==> config.mk <==
export PLATFORM = sky130hd
export DESIGN_NAME = loop_frame_decode_run_collapse_core
export DESIGN_NICKNAME = d
export VERILOG_FILES = /design/src/lfdrc_pkg.sv /design/src/loop_frame_decode_run_collapse_core.sv /design/src/lfdrc_frame_decode.sv /design/src/lfdrc_run_merge.sv
export SDC_FILE = /design/constraint.sdc
export NUM_CORES = 1
export LEC_CHECK = 0
export ABC_CLOCK_PERIOD_IN_PS = 5700
export BUFFER_PORTS_ARGS = -buffer_cell sky130_fd_sc_hd__buf_2
export CAP_MARGIN = 20
export CORE_ASPECT_RATIO = 0.75
export CORE_UTILIZATION = 50
export DETAILED_ROUTE_END_ITERATION = 8
export HOLD_SLACK_MARGIN = 0.1
export PLACE_DENSITY = 0.75
export SETUP_SLACK_MARGIN = 0.02
export SKIP_CTS_REPAIR_TIMING = 1
export SYNTH_ARGS = -nofsm -noshare
export SYNTH_HDL_FRONTEND = slang
export SYNTH_HIERARCHICAL = 1
export SYNTH_SLANG_ARGS = --single-unit
==> constraint.sdc <==
create_clock -name clock -period 5.7 [get_ports clock]
set_input_delay 0.57 -clock clock [delete_from_list [all_inputs] [get_ports clock]]
set_output_delay 0.57 -clock clock [all_outputs]
set_load 0.01 [all_outputs]
==> src/lfdrc_pkg.sv <==
`default_nettype none

package lfdrc_pkg;

   // default run counter width
   localparam int LFDRC_COUNT_WIDTH = 16;

   // width of the repeat count field on the result channel
   localparam int REPEAT_WIDTH = 16;

   // frame layout
   localparam int FRAME_WIDTH   = 11;
   localparam int OPERAND_WIDTH = 8;
   localparam int MSG_WIDTH     = 6;

   // item kinds
   localparam logic KIND_FRAME = 1'b0;
   localparam logic KIND_FLUSH = 1'b1;

   // dense message class numbering
   typedef enum logic [MSG_WIDTH-1:0] {
      MSG_DAB, MSG_DAB_SRQ, MSG_END, MSG_END_SRQ, MSG_PPE, MSG_NUL, MSG_GTL, MSG_SDC,
      MSG_PPD, MSG_GET, MSG_ELN, MSG_CMD, MSG_DDL, MSG_DDT, MSG_NOP, MSG_LLO,
      MSG_DCL, MSG_PPU, MSG_EAR, MSG_IFC, MSG_REN, MSG_NRE, MSG_AAU, MSG_LPD,
      MSG_UNL, MSG_LAD, MSG_UNT, MSG_TAD, MSG_SAD, MSG_RFC, MSG_ETO, MSG_ETE,
      MSG_NRD, MSG_SDA, MSG_SST, MSG_SDI, MSG_SAI, MSG_TCT, MSG_RDY, MSG_AAD,
      MSG_IAA, MSG_AEP, MSG_IEP, MSG_ZES, MSG_AES, MSG_IES, MSG_AMP, MSG_IMP,
      MSG_IDY, MSG_IDY_SRQ
   } msg_code_type;

   // one decoded frame
   typedef struct packed {
      msg_code_type              msg;
      logic [OPERAND_WIDTH-1:0]  op;
   } dec_type;

   // one record: modified flag and decoded pair
   typedef struct packed {
      logic     modified;
      dec_type  in_dec;
      dec_type  out_dec;
   } record_type;

endpackage

`default_nettype wire

==> src/loop_frame_decode_run_collapse_core.sv <==
// pipeline: a frame or flush beat passes the input register before it reaches the run
//   logic; an emitted run is registered once more before it reaches the result port
// throughput: one beat per cycle unless rsp_stall holds; set by decode and run compare
// reset: synchronous, active high; clears logging enable, held record and run count
`default_nettype none

module loop_frame_decode_run_collapse_core
   import lfdrc_pkg::*;
#(
   parameter int COUNT_WIDTH = LFDRC_COUNT_WIDTH
)(
   input  wire logic                      clock,
   input  wire logic                      reset,
   input  wire logic                      csr_wr_en,
   input  wire logic                      csr_wr_data,
   input  wire logic                      req_valid,
   output logic                           req_stall,
   input  wire logic                      req_kind,
   input  wire logic [FRAME_WIDTH-1:0]    req_rx_frame,
   input  wire logic [FRAME_WIDTH-1:0]    req_tx_frame,
   output logic                           rsp_valid,
   input  wire logic                      rsp_stall,
   output logic                           rsp_was_modified,
   output logic [MSG_WIDTH-1:0]           rsp_in_message,
   output logic [OPERAND_WIDTH-1:0]       rsp_in_operand,
   output logic [MSG_WIDTH-1:0]           rsp_out_message,
   output logic [OPERAND_WIDTH-1:0]       rsp_out_operand,
   output logic [REPEAT_WIDTH-1:0]        rsp_repeat_count
);

   logic                    logging_ff;
   logic                    s1_valid_ff, s1_valid_in;
   logic                    s1_kind_ff;
   logic [FRAME_WIDTH-1:0]  s1_rx_frame_ff;
   logic [FRAME_WIDTH-1:0]  s1_tx_frame_ff;
   logic                    accept;
   logic                    ready;
   logic                    go;
   dec_type                 in_dec;
   dec_type                 out_dec;
   record_type              rec;
   record_type              rsp_rec;

   // logging enable register
   always_ff @(posedge clock) begin
      if (reset) begin
         logging_ff <= 1'b0;
      end else if (csr_wr_en) begin
         logging_ff <= csr_wr_data;
      end
   end

   // input register
   assign req_stall   = s1_valid_ff && !ready;
   assign accept      = req_valid && !req_stall;
   assign s1_valid_in = accept || (s1_valid_ff && !ready);

   always_ff @(posedge clock) begin
      if (reset) begin
         s1_valid_ff <= 1'b0;
      end else begin
         s1_valid_ff <= s1_valid_in;
      end
   end

   always_ff @(posedge clock) begin
      if (accept) begin
         s1_kind_ff     <= req_kind;
         s1_rx_frame_ff <= req_rx_frame;
         s1_tx_frame_ff <= req_tx_frame;
      end
   end

   // decode both frames
   lfdrc_frame_decode u_dec_in (
      .frame (s1_rx_frame_ff),
      .dec   (in_dec)
   );

   lfdrc_frame_decode u_dec_out (
      .frame (s1_tx_frame_ff),
      .dec   (out_dec)
   );

   assign rec = {(s1_rx_frame_ff != s1_tx_frame_ff), in_dec, out_dec};

   // beats are dropped without effect while logging is off
   assign go = s1_valid_ff && ready && logging_ff;

   lfdrc_run_merge #(
      .COUNT_WIDTH (COUNT_WIDTH)
   ) u_merge (
      .clock     (clock),
      .reset     (reset),
      .go        (go),
      .kind      (s1_kind_ff),
      .rec       (rec),
      .ready     (ready),
      .rsp_valid (rsp_valid),
      .rsp_stall (rsp_stall),
      .rsp_rec   (rsp_rec),
      .rsp_count (rsp_repeat_count)
   );

   assign rsp_was_modified = rsp_rec.modified;
   assign rsp_in_message   = rsp_rec.in_dec.msg;
   assign rsp_in_operand   = rsp_rec.in_dec.op;
   assign rsp_out_message  = rsp_rec.out_dec.msg;
   assign rsp_out_operand  = rsp_rec.out_dec.op;

endmodule

`default_nettype wire

==> src/lfdrc_frame_decode.sv <==
`default_nettype none

module lfdrc_frame_decode
   import lfdrc_pkg::*;
(
   input  wire logic [FRAME_WIDTH-1:0] frame,
   output dec_type                     dec
);

   logic [2:0] frame_class;
   logic [7:0] n;
   logic [4:0] a;

   assign frame_class = frame[10:8];
   assign n           = frame[7:0];
   assign a           = n[4:0];

   // message class and operand from class bits and payload
   always_comb begin
      dec.msg = MSG_DAB;
      dec.op  = '0;
      unique case (frame_class)
         3'd0: begin
            dec.msg = MSG_DAB;
            dec.op  = n;
         end
         3'd1: dec.msg = MSG_DAB_SRQ;
         3'd2: dec.msg = MSG_END;
         3'd3: dec.msg = MSG_END_SRQ;
         3'd4: begin
            // command frames
            priority if (n[6:4] == 3'b000) begin
               if (n[7]) begin
                  dec.msg = MSG_PPE;
                  dec.op  = {4'd0, n[3:0]};
               end else begin
                  unique case (n)
                     8'h00:   dec.msg = MSG_NUL;
                     8'h01:   dec.msg = MSG_GTL;
                     8'h04:   dec.msg = MSG_SDC;
                     8'h05:   dec.msg = MSG_PPD;
                     8'h08:   dec.msg = MSG_GET;
                     8'h0F:   dec.msg = MSG_ELN;
                     default: begin
                        dec.msg = MSG_CMD;
                        dec.op  = n;
                     end
                  endcase
               end
            end else if (n[7:5] == 3'b101) begin
               dec.msg = MSG_DDL;
               dec.op  = {3'd0, a};
            end else if (n[7:5] == 3'b110) begin
               dec.msg = MSG_DDT;
               dec.op  = {3'd0, a};
            end else if (n[6:4] == 3'b001) begin
               unique case (n)
                  8'h10:   dec.msg = MSG_NOP;
                  8'h11:   dec.msg = MSG_LLO;
                  8'h14:   dec.msg = MSG_DCL;
                  8'h15:   dec.msg = MSG_PPU;
                  8'h18:   dec.msg = MSG_EAR;
                  8'h90:   dec.msg = MSG_IFC;
                  8'h92:   dec.msg = MSG_REN;
                  8'h93:   dec.msg = MSG_NRE;
                  8'h9A:   dec.msg = MSG_AAU;
                  8'h9B:   dec.msg = MSG_LPD;
                  default: begin
                     dec.msg = MSG_CMD;
                     dec.op  = n;
                  end
               endcase
            end else if (n[7:5] == 3'b001) begin
               if (a == 5'h1F) begin
                  dec.msg = MSG_UNL;
               end else begin
                  dec.msg = MSG_LAD;
                  dec.op  = {3'd0, a};
               end
            end else if (n[7:5] == 3'b010) begin
               if (a == 5'h1F) begin
                  dec.msg = MSG_UNT;
               end else begin
                  dec.msg = MSG_TAD;
                  dec.op  = {3'd0, a};
               end
            end else if (n[7:5] == 3'b011) begin
               dec.msg = MSG_SAD;
               dec.op  = {3'd0, a};
            end else begin
               dec.msg = MSG_CMD;
               dec.op  = n;
            end
         end
         3'd5: begin
            // ready frames
            priority if (n == 8'h00) begin
               dec.msg = MSG_RFC;
            end else if (n[7:6] == 2'b01) begin
               unique case (n)
                  8'h40:   dec.msg = MSG_ETO;
                  8'h41:   dec.msg = MSG_ETE;
                  8'h42:   dec.msg = MSG_NRD;
                  8'h60:   dec.msg = MSG_SDA;
                  8'h61:   dec.msg = MSG_SST;
                  8'h62:   dec.msg = MSG_SDI;
                  8'h63:   dec.msg = MSG_SAI;
                  8'h64:   dec.msg = MSG_TCT;
                  default: begin
                     dec.msg = MSG_RDY;
                     dec.op  = n;
                  end
               endcase
            end else if (n[7]) begin
               unique case (n[6:5])
                  2'b00: begin
                     if (a == 5'h1F) begin
                        dec.msg = MSG_IAA;
                     end else begin
                        dec.msg = MSG_AAD;
                        dec.op  = {3'd0, a};
                     end
                  end
                  2'b01: begin
                     if (a == 5'h1F) begin
                        dec.msg = MSG_IEP;
                     end else begin
                        dec.msg = MSG_AEP;
                        dec.op  = {3'd0, a};
                     end
                  end
                  2'b10: begin
                     priority if (a == 5'h00) begin
                        dec.msg = MSG_ZES;
                     end else if (a == 5'h1F) begin
                        dec.msg = MSG_IES;
                     end else begin
                        dec.msg = MSG_AES;
                        dec.op  = {3'd0, a};
                     end
                  end
                  default: begin
                     if (a == 5'h1F) begin
                        dec.msg = MSG_IMP;
                     end else begin
                        dec.msg = MSG_AMP;
                        dec.op  = {3'd0, a};
                     end
                  end
               endcase
            end else begin
               dec.msg = MSG_RDY;
               dec.op  = n;
            end
         end
         3'd6: begin
            dec.msg = MSG_IDY;
            dec.op  = n;
         end
         default: begin
            dec.msg = MSG_IDY_SRQ;
            dec.op  = n;
         end
      endcase
   end

endmodule

`default_nettype wire

==> src/lfdrc_run_merge.sv <==
`default_nettype none

module lfdrc_run_merge
   import lfdrc_pkg::*;
#(
   parameter int COUNT_WIDTH = LFDRC_COUNT_WIDTH
)(
   input  wire logic                    clock,
   input  wire logic                    reset,
   input  wire logic                    go,
   input  wire logic                    kind,
   input  wire record_type              rec,
   output logic                         ready,
   output logic                         rsp_valid,
   input  wire logic                    rsp_stall,
   output record_type                   rsp_rec,
   output logic [REPEAT_WIDTH-1:0]      rsp_count
);

   // the run counter never needs more bits than the repeat count field
   localparam int RUN_W = (COUNT_WIDTH < REPEAT_WIDTH) ? COUNT_WIDTH : REPEAT_WIDTH;

   record_type               held_ff, held_in;
   logic [RUN_W-1:0]         run_ff, run_in;
   logic                     rsp_valid_ff, rsp_valid_in;
   record_type               rsp_rec_ff;
   logic [REPEAT_WIDTH-1:0]  rsp_count_ff;
   logic                     emit;
   logic                     holding;
   logic                     full;

   assign holding = (run_ff != '0);
   assign full    = (run_ff == {RUN_W{1'b1}});
   assign ready   = !rsp_valid_ff || !rsp_stall;

   // run update and emit decision
   always_comb begin
      held_in = held_ff;
      run_in  = run_ff;
      emit    = 1'b0;
      if (go) begin
         if (kind == KIND_FLUSH) begin
            if (holding) begin
               emit    = 1'b1;
               run_in  = '0;
               held_in = '0;
            end
         end else if (holding && (rec == held_ff)) begin
            if (full) begin
               emit   = 1'b1;
               run_in = RUN_W'(1);
            end else begin
               run_in = run_ff + RUN_W'(1);
            end
         end else begin
            emit    = holding;
            held_in = rec;
            run_in  = RUN_W'(1);
         end
      end
   end

   assign rsp_valid_in = emit || (rsp_valid_ff && rsp_stall);

   // run state and result valid
   always_ff @(posedge clock) begin
      if (reset) begin
         held_ff      <= '0;
         run_ff       <= '0;
         rsp_valid_ff <= 1'b0;
      end else begin
         held_ff      <= held_in;
         run_ff       <= run_in;
         rsp_valid_ff <= rsp_valid_in;
      end
   end

   // result beat payload
   always_ff @(posedge clock) begin
      if (emit) begin
         rsp_rec_ff   <= held_ff;
         rsp_count_ff <= REPEAT_WIDTH'(run_ff);
      end
   end

   assign rsp_valid = rsp_valid_ff;
   assign rsp_rec   = rsp_rec_ff;
   assign rsp_count = rsp_count_ff;

`ifndef ASSERT_OFF
   a_count_nonzero: assert property (@(posedge clock) disable iff (reset)
      rsp_valid_ff |-> (rsp_count_ff != '0))
      else $error("result beat with zero repeat count");

   a_empty_clear: assert property (@(posedge clock) disable iff (reset)
      (run_ff == '0) |-> (held_ff == '0))
      else $error("record held with empty run");

   a_flush_emits: assert property (@(posedge clock) disable iff (reset)
      (go && (kind == KIND_FLUSH) && holding) |=> (rsp_valid_ff && (run_ff == '0)))
      else $error("flush of held run did not emit");

   a_frame_holds: assert property (@(posedge clock) disable iff (reset)
      (go && (kind == KIND_FRAME)) |=> (run_ff != '0))
      else $error("frame beat left no run held");
`endif

endmodule

`default_nettype wire
==> flow_summary.html <==
<table>
<tr><th>Metric</th><th>Value</th></tr>
<tr><th colspan="2">Setup path</th></tr>
<tr><td>Reg2reg end</td><td>u_merge/held_ff[4]</td></tr>
<tr><td>Path depth of the worst reg2reg path</td><td>13</td></tr>
<tr><td>Data required time at the worst endpoint</td><td>between 6 and 7 ns</td></tr>
<tr><td>Startpoint Class</td><td>flop</td></tr>
<tr><td>Worst flop-to-flop path startpoint</td><td>s1_tx_frame_ff[5]</td></tr>
<tr><td>Critical path's largest stage delay</td><td>approximately 0.79 ns</td></tr>
<tr><td>CP max FO</td><td>29</td></tr>
<tr><td>Arrival time of the worst setup path</td><td>5.17 ns</td></tr>
<tr><td>Slowest-stage cell, CP</td><td>edfxtp_1</td></tr>
<tr><td>Flop-to-flop setup slack</td><td>slightly below 0.9 ns</td></tr>
<tr><td>Type of element capturing the critical path</td><td>flop</td></tr>
<tr><td>CP bufs+invs</td><td>1</td></tr>
<tr><td>Kind of cell adding the most delay to the critical path</td><td>simple AND/OR/NAND/NOR gates</td></tr>
<tr><td>Worst Path Class, Setup</td><td>reg2reg</td></tr>
<tr><td>Critical path, cell by cell</td><td>inv_1 &gt; ha_1 &gt; nor2_1 &gt; nand4bb_1 &gt; a21oi_1 &gt; o311ai_2 &gt; and2_1 &gt; xor2_1 &gt; nor4_1 &gt; nand4_1 &gt; nor3_2 &gt; a21o_1 &gt; a22o_1</td></tr>
<tr><th colspan="2">Global route</th></tr>
<tr><td>Overall fraction of global-route tracks in use</td><td>0.261</td></tr>
<tr><td>Maximum number of pins on one net before global-route repair</td><td>33</td></tr>
<tr><td>Number of global-route vias before repair</td><td>about 5,000</td></tr>
<tr><td>First-pass GRT wire length</td><td>around 27 mm</td></tr>
<tr><td>Remaining Overflow, GRT</td><td>0</td></tr>
<tr><td>Antenna violations before repair</td><td>0</td></tr>
<tr><th colspan="2">Routing</th></tr>
<tr><td>Total wire length after detailed routing</td><td>17.3 mm</td></tr>
<tr><td>Post-DR vias/cell</td><td>roughly 6.1</td></tr>
<tr><td>Total vias in the final route</td><td>5,528</td></tr>
<tr><td>DR WL/cell</td><td>19.1 um</td></tr>
<tr><td>Drt first-iter violations</td><td>slightly below 700</td></tr>
<tr><td>First-pass iteration count of the detailed router</td><td>6</td></tr>
<tr><td>Remaining antenna violation count after routing</td><td>0</td></tr>
<tr><td>Total DRC errors in the routed layout</td><td>0</td></tr>
<tr><th colspan="2">STA</th></tr>
<tr><td>RSZ-0062 raised after global routing</td><td>no</td></tr>
<tr><td>Fin crit share</td><td>0.846</td></tr>
<tr><td>Final number of max-transition violations</td><td>0</td></tr>
<tr><td>Min cycle time layout</td><td>approximately 4.8 ns</td></tr>
<tr><td>Transition time at the pin with the least slew margin</td><td>0.961 ns</td></tr>
<tr><td>Smallest hold slack</td><td>between 0.3 and 0.4 ns</td></tr>
<tr><td>Relative max-transition margin</td><td>0.360</td></tr>
<tr><td>Setup TNS</td><td>0 ns</td></tr>
<tr><td>Hold Violations, Final</td><td>0</td></tr>
<tr><td>Clock Skew</td><td>roughly 0.0074 ns</td></tr>
<tr><td>Number of setup violations in the final report</td><td>0</td></tr>
<tr><td>FMAX</td><td>207 MHz</td></tr>
<tr><th colspan="2">Floorplanning</th></tr>
<tr><td>Count of boundary I/O pins</td><td>76</td></tr>
<tr><td>Core Area</td><td>about 13,000 sq um</td></tr>
<tr><td>Initial cell density of the core</td><td>0.510</td></tr>
<tr><td>Number of placement rows</td><td>36</td></tr>
<tr><td>Die ar.</td><td>between 10,000 and 15,000 sq um</td></tr>
<tr><td>Die width</td><td>roughly 130 um</td></tr>
<tr><td>Floorplan die height</td><td>between 100 and 150 um</td></tr>
<tr><th colspan="2">Synthesis</th></tr>
<tr><td>Count of cell types in the netlist</td><td>just over 80</td></tr>
<tr><td>Number of nets produced by synthesis</td><td>702</td></tr>
<tr><td>Netlist area before placement</td><td>6620 sq um</td></tr>
<tr><td>Average cell area after synthesis</td><td>between 10 and 15 sq um</td></tr>
<tr><td>Gate count of the mapped netlist</td><td>about 660</td></tr>
<tr><td>Warnings from Yosys</td><td>6</td></tr>
<tr><td>Prevailing post-synth register cell</td><td>edfxtp_1</td></tr>
<tr><td>Post-synthesis register bit count</td><td>approximately 120</td></tr>
<tr><td>Number of flops mapped to enable cells by yosys</td><td>68</td></tr>
<tr><td>Fraction of the yosys area taken by sequential cells</td><td>0.454</td></tr>
<tr><td>Share of synthesized registers carrying an async set or reset</td><td>0</td></tr>
<tr><th colspan="2">Pwr</th></tr>
<tr><td>Power density relative to cell area</td><td>approximately 280 nW/um^2</td></tr>
<tr><td>Maximum VDD drop</td><td>about 220 uV</td></tr>
<tr><td>Static leakage power</td><td>about 0.003 uW</td></tr>
<tr><th colspan="2">Final layout</th></tr>
<tr><td>Number of nets at the end of the flow</td><td>approximately 760</td></tr>
<tr><td>Commonest cells after routing, fill and taps aside</td><td>buf_2 (75), edfxtp_1 (68), nor2_1 (51), dfxtp_1 (48), nand2_1 (46)</td></tr>
<tr><td>Layout cells sized above 1</td><td>0.198</td></tr>
<tr><td>Finished layout cell area</td><td>about 7600 sq um</td></tr>
<tr><td>Filler cell count</td><td>1,080</td></tr>
<tr><td>Relative area change from synthesis to final layout</td><td>15.1%</td></tr>
<tr><td>Final antenna diode count</td><td>0</td></tr>
<tr><td>Most common cell after layout, fill and taps aside</td><td>buf_2</td></tr>
<tr><th colspan="2">Clock network</th></tr>
<tr><td>Maximum level of the CTS H-tree</td><td>4</td></tr>
<tr><td>Clock input transition at the sequential cells of the worst setup and hold paths</td><td>0.06 ns</td></tr>
<tr><td>Num CTS Buffers</td><td>17</td></tr>
<tr><td>Library cell used as clock root buffer</td><td>clkbuf_16</td></tr>
<tr><td>Max clock buf depth</td><td>2</td></tr>
<tr><td>Clock tree from TritonCTS</td><td>yes</td></tr>
<tr><td>Clock network latency to the later pin of the worst-skew pair</td><td>about 0.41 ns</td></tr>
<tr><td>TritonCTS Sinks</td><td>roughly 120</td></tr>
<tr><th colspan="2">Placed design</th></tr>
<tr><td>Routability congestion estimate from global placement</td><td>roughly 1.0</td></tr>
<tr><td>Port-buffer cells</td><td>75</td></tr>
<tr><td>Detailed Place HPWL</td><td>12.0 mm</td></tr>
<tr><td>Standard cell area after detailed placement</td><td>7020 sq um</td></tr>
<tr><th colspan="2">Status</th></tr>
<tr><td>Outcome</td><td>finished clean</td></tr>
<tr><th colspan="2">Hold path</th></tr>
<tr><td>Min-Delay Endpoint</td><td>s1_tx_frame_ff[5]</td></tr>
<tr><td>Count of cells along the worst hold path</td><td>1</td></tr>
<tr><td>Worst Min Path Start</td><td>req_tx_frame[5]</td></tr>
<tr><td>Worst min-delay path class</td><td>in2reg</td></tr>
<tr><th colspan="2">Flow run</th></tr>
<tr><td>MaxCap Viol Count</td><td>0</td></tr>
</table>
-- synth_stat cells (4+ instances only) --
master	n	area (sq um)
a211oi_1	5	37.5
a22o_1	29	254
o21ai_1	14	70.1
a21oi_1	25	125
o22ai_1	4	25.0
ha_1	12	150
inv_1	16	60.1
o211ai_1	5	37.5
o21ai_0	23	115
edfxtp_1	68	2040
nor2_1	52	195
buf_6	7	78.8
nand2b_1	5	31.3
a21boi_1	5	37.5
a21o_1	4	30.0
nand3_1	25	125
o21a_1	7	52.6
and4_1	4	35.0
nor2b_1	12	75.1
xnor2_1	9	78.8
nor4_1	16	100
and2_1	12	75.1
nor3_1	19	95.1
o2111ai_1	5	43.8
xor2_1	44	385
dfxtp_1	48	961
a31oi_1	14	87.6
and3_1	4	25.0
nor4b_1	5	43.8
buf_2	26	130
nand4_1	9	56.3
clkbuf_1	7	26.3
nand2_1	46	173
-- through the flow --
step            util  total power (uW)  std cells  setup WS, ns
3_3_place_gp   0.540              1130        869          1.12
2_1_floorplan      -              1080        661         0.776
5_1_grt        0.587              2210        904         0.430
4_1_cts        0.585              2140        902         0.926
6_report       0.587              2140        904         0.877
3_5_place_dp   0.541              1130        870         0.942
-- worst max path at each step --
stage	startpoint	end	slack [ns]	cells past startpoint
2_1_floorplan	s1_tx_frame_ff[5]	u_merge/rsp_count[0]	0.78	14
3_3_place_gp	s1_tx_frame_ff[5]	u_merge/held_ff[16]	1.12	13
3_5_place_dp	s1_tx_frame_ff[5]	u_merge/held_ff[10]	0.94	13
4_1_cts	s1_tx_frame_ff[5]	u_merge/held_ff[10]	0.93	13
5_1_grt	s1_tx_frame_ff[5]	u_merge/held_ff[7]	0.43	13
6_report	s1_tx_frame_ff[5]	u_merge/held_ff[4]	0.88	13
-- registers in the layout, indices dropped and copies added (netlist names) --
signal / flops
logging_ff: 1
s1_kind_ff: 1
s1_rx_frame_ff: 11
s1_tx_frame_ff: 11
s1_valid_ff: 1
u_merge/held_ff: 29
u_merge/rsp_count: 16
u_merge/rsp_rec: 29
u_merge/rsp_valid: 1
u_merge/run_ff: 16
-- metal layers --
layer / track usage / routed length [um]
met3: 0.0606 / 1580
met1: 0.378 / 7870
met4: 0.0545 / 114
met2: 0.399 / 7710
met5: 0 / 0
-- logic make-up after synthesis --
kind of cell	count (synthesis)	synth area share
multiplexers	2	0.00321
adder cells (fa/ha/maj)	12	0.0227
AND/OR/NAND/NOR	245	0.213
buffers and inverters	58	0.0463
XOR/XNOR	53	0.0701
AO/OA/AOI/OAI	175	0.191
flip-flops	116	0.454
-- where the power goes --
group	switching (uW)	leakage (uW)	internal, uW
Combinational	107	0.00165	74.8
Clock	407	0.000277	610
Sequential	44.7	0.00110	895
Total	559	0.00303	1580
-- area by class of cell --
type	count	area, sq um	share of cell area
repair buffers	81	448	0.0588
multi-input cells	487	3320	0.436
flip-flops and latches	116	3000	0.394
clock inverters	15	145	0.0190
well taps	171	214	0.0281
inverters	17	63.8	0.00837
clock buffers	17	425	0.0558
Power figures use the tool's default switching activity.
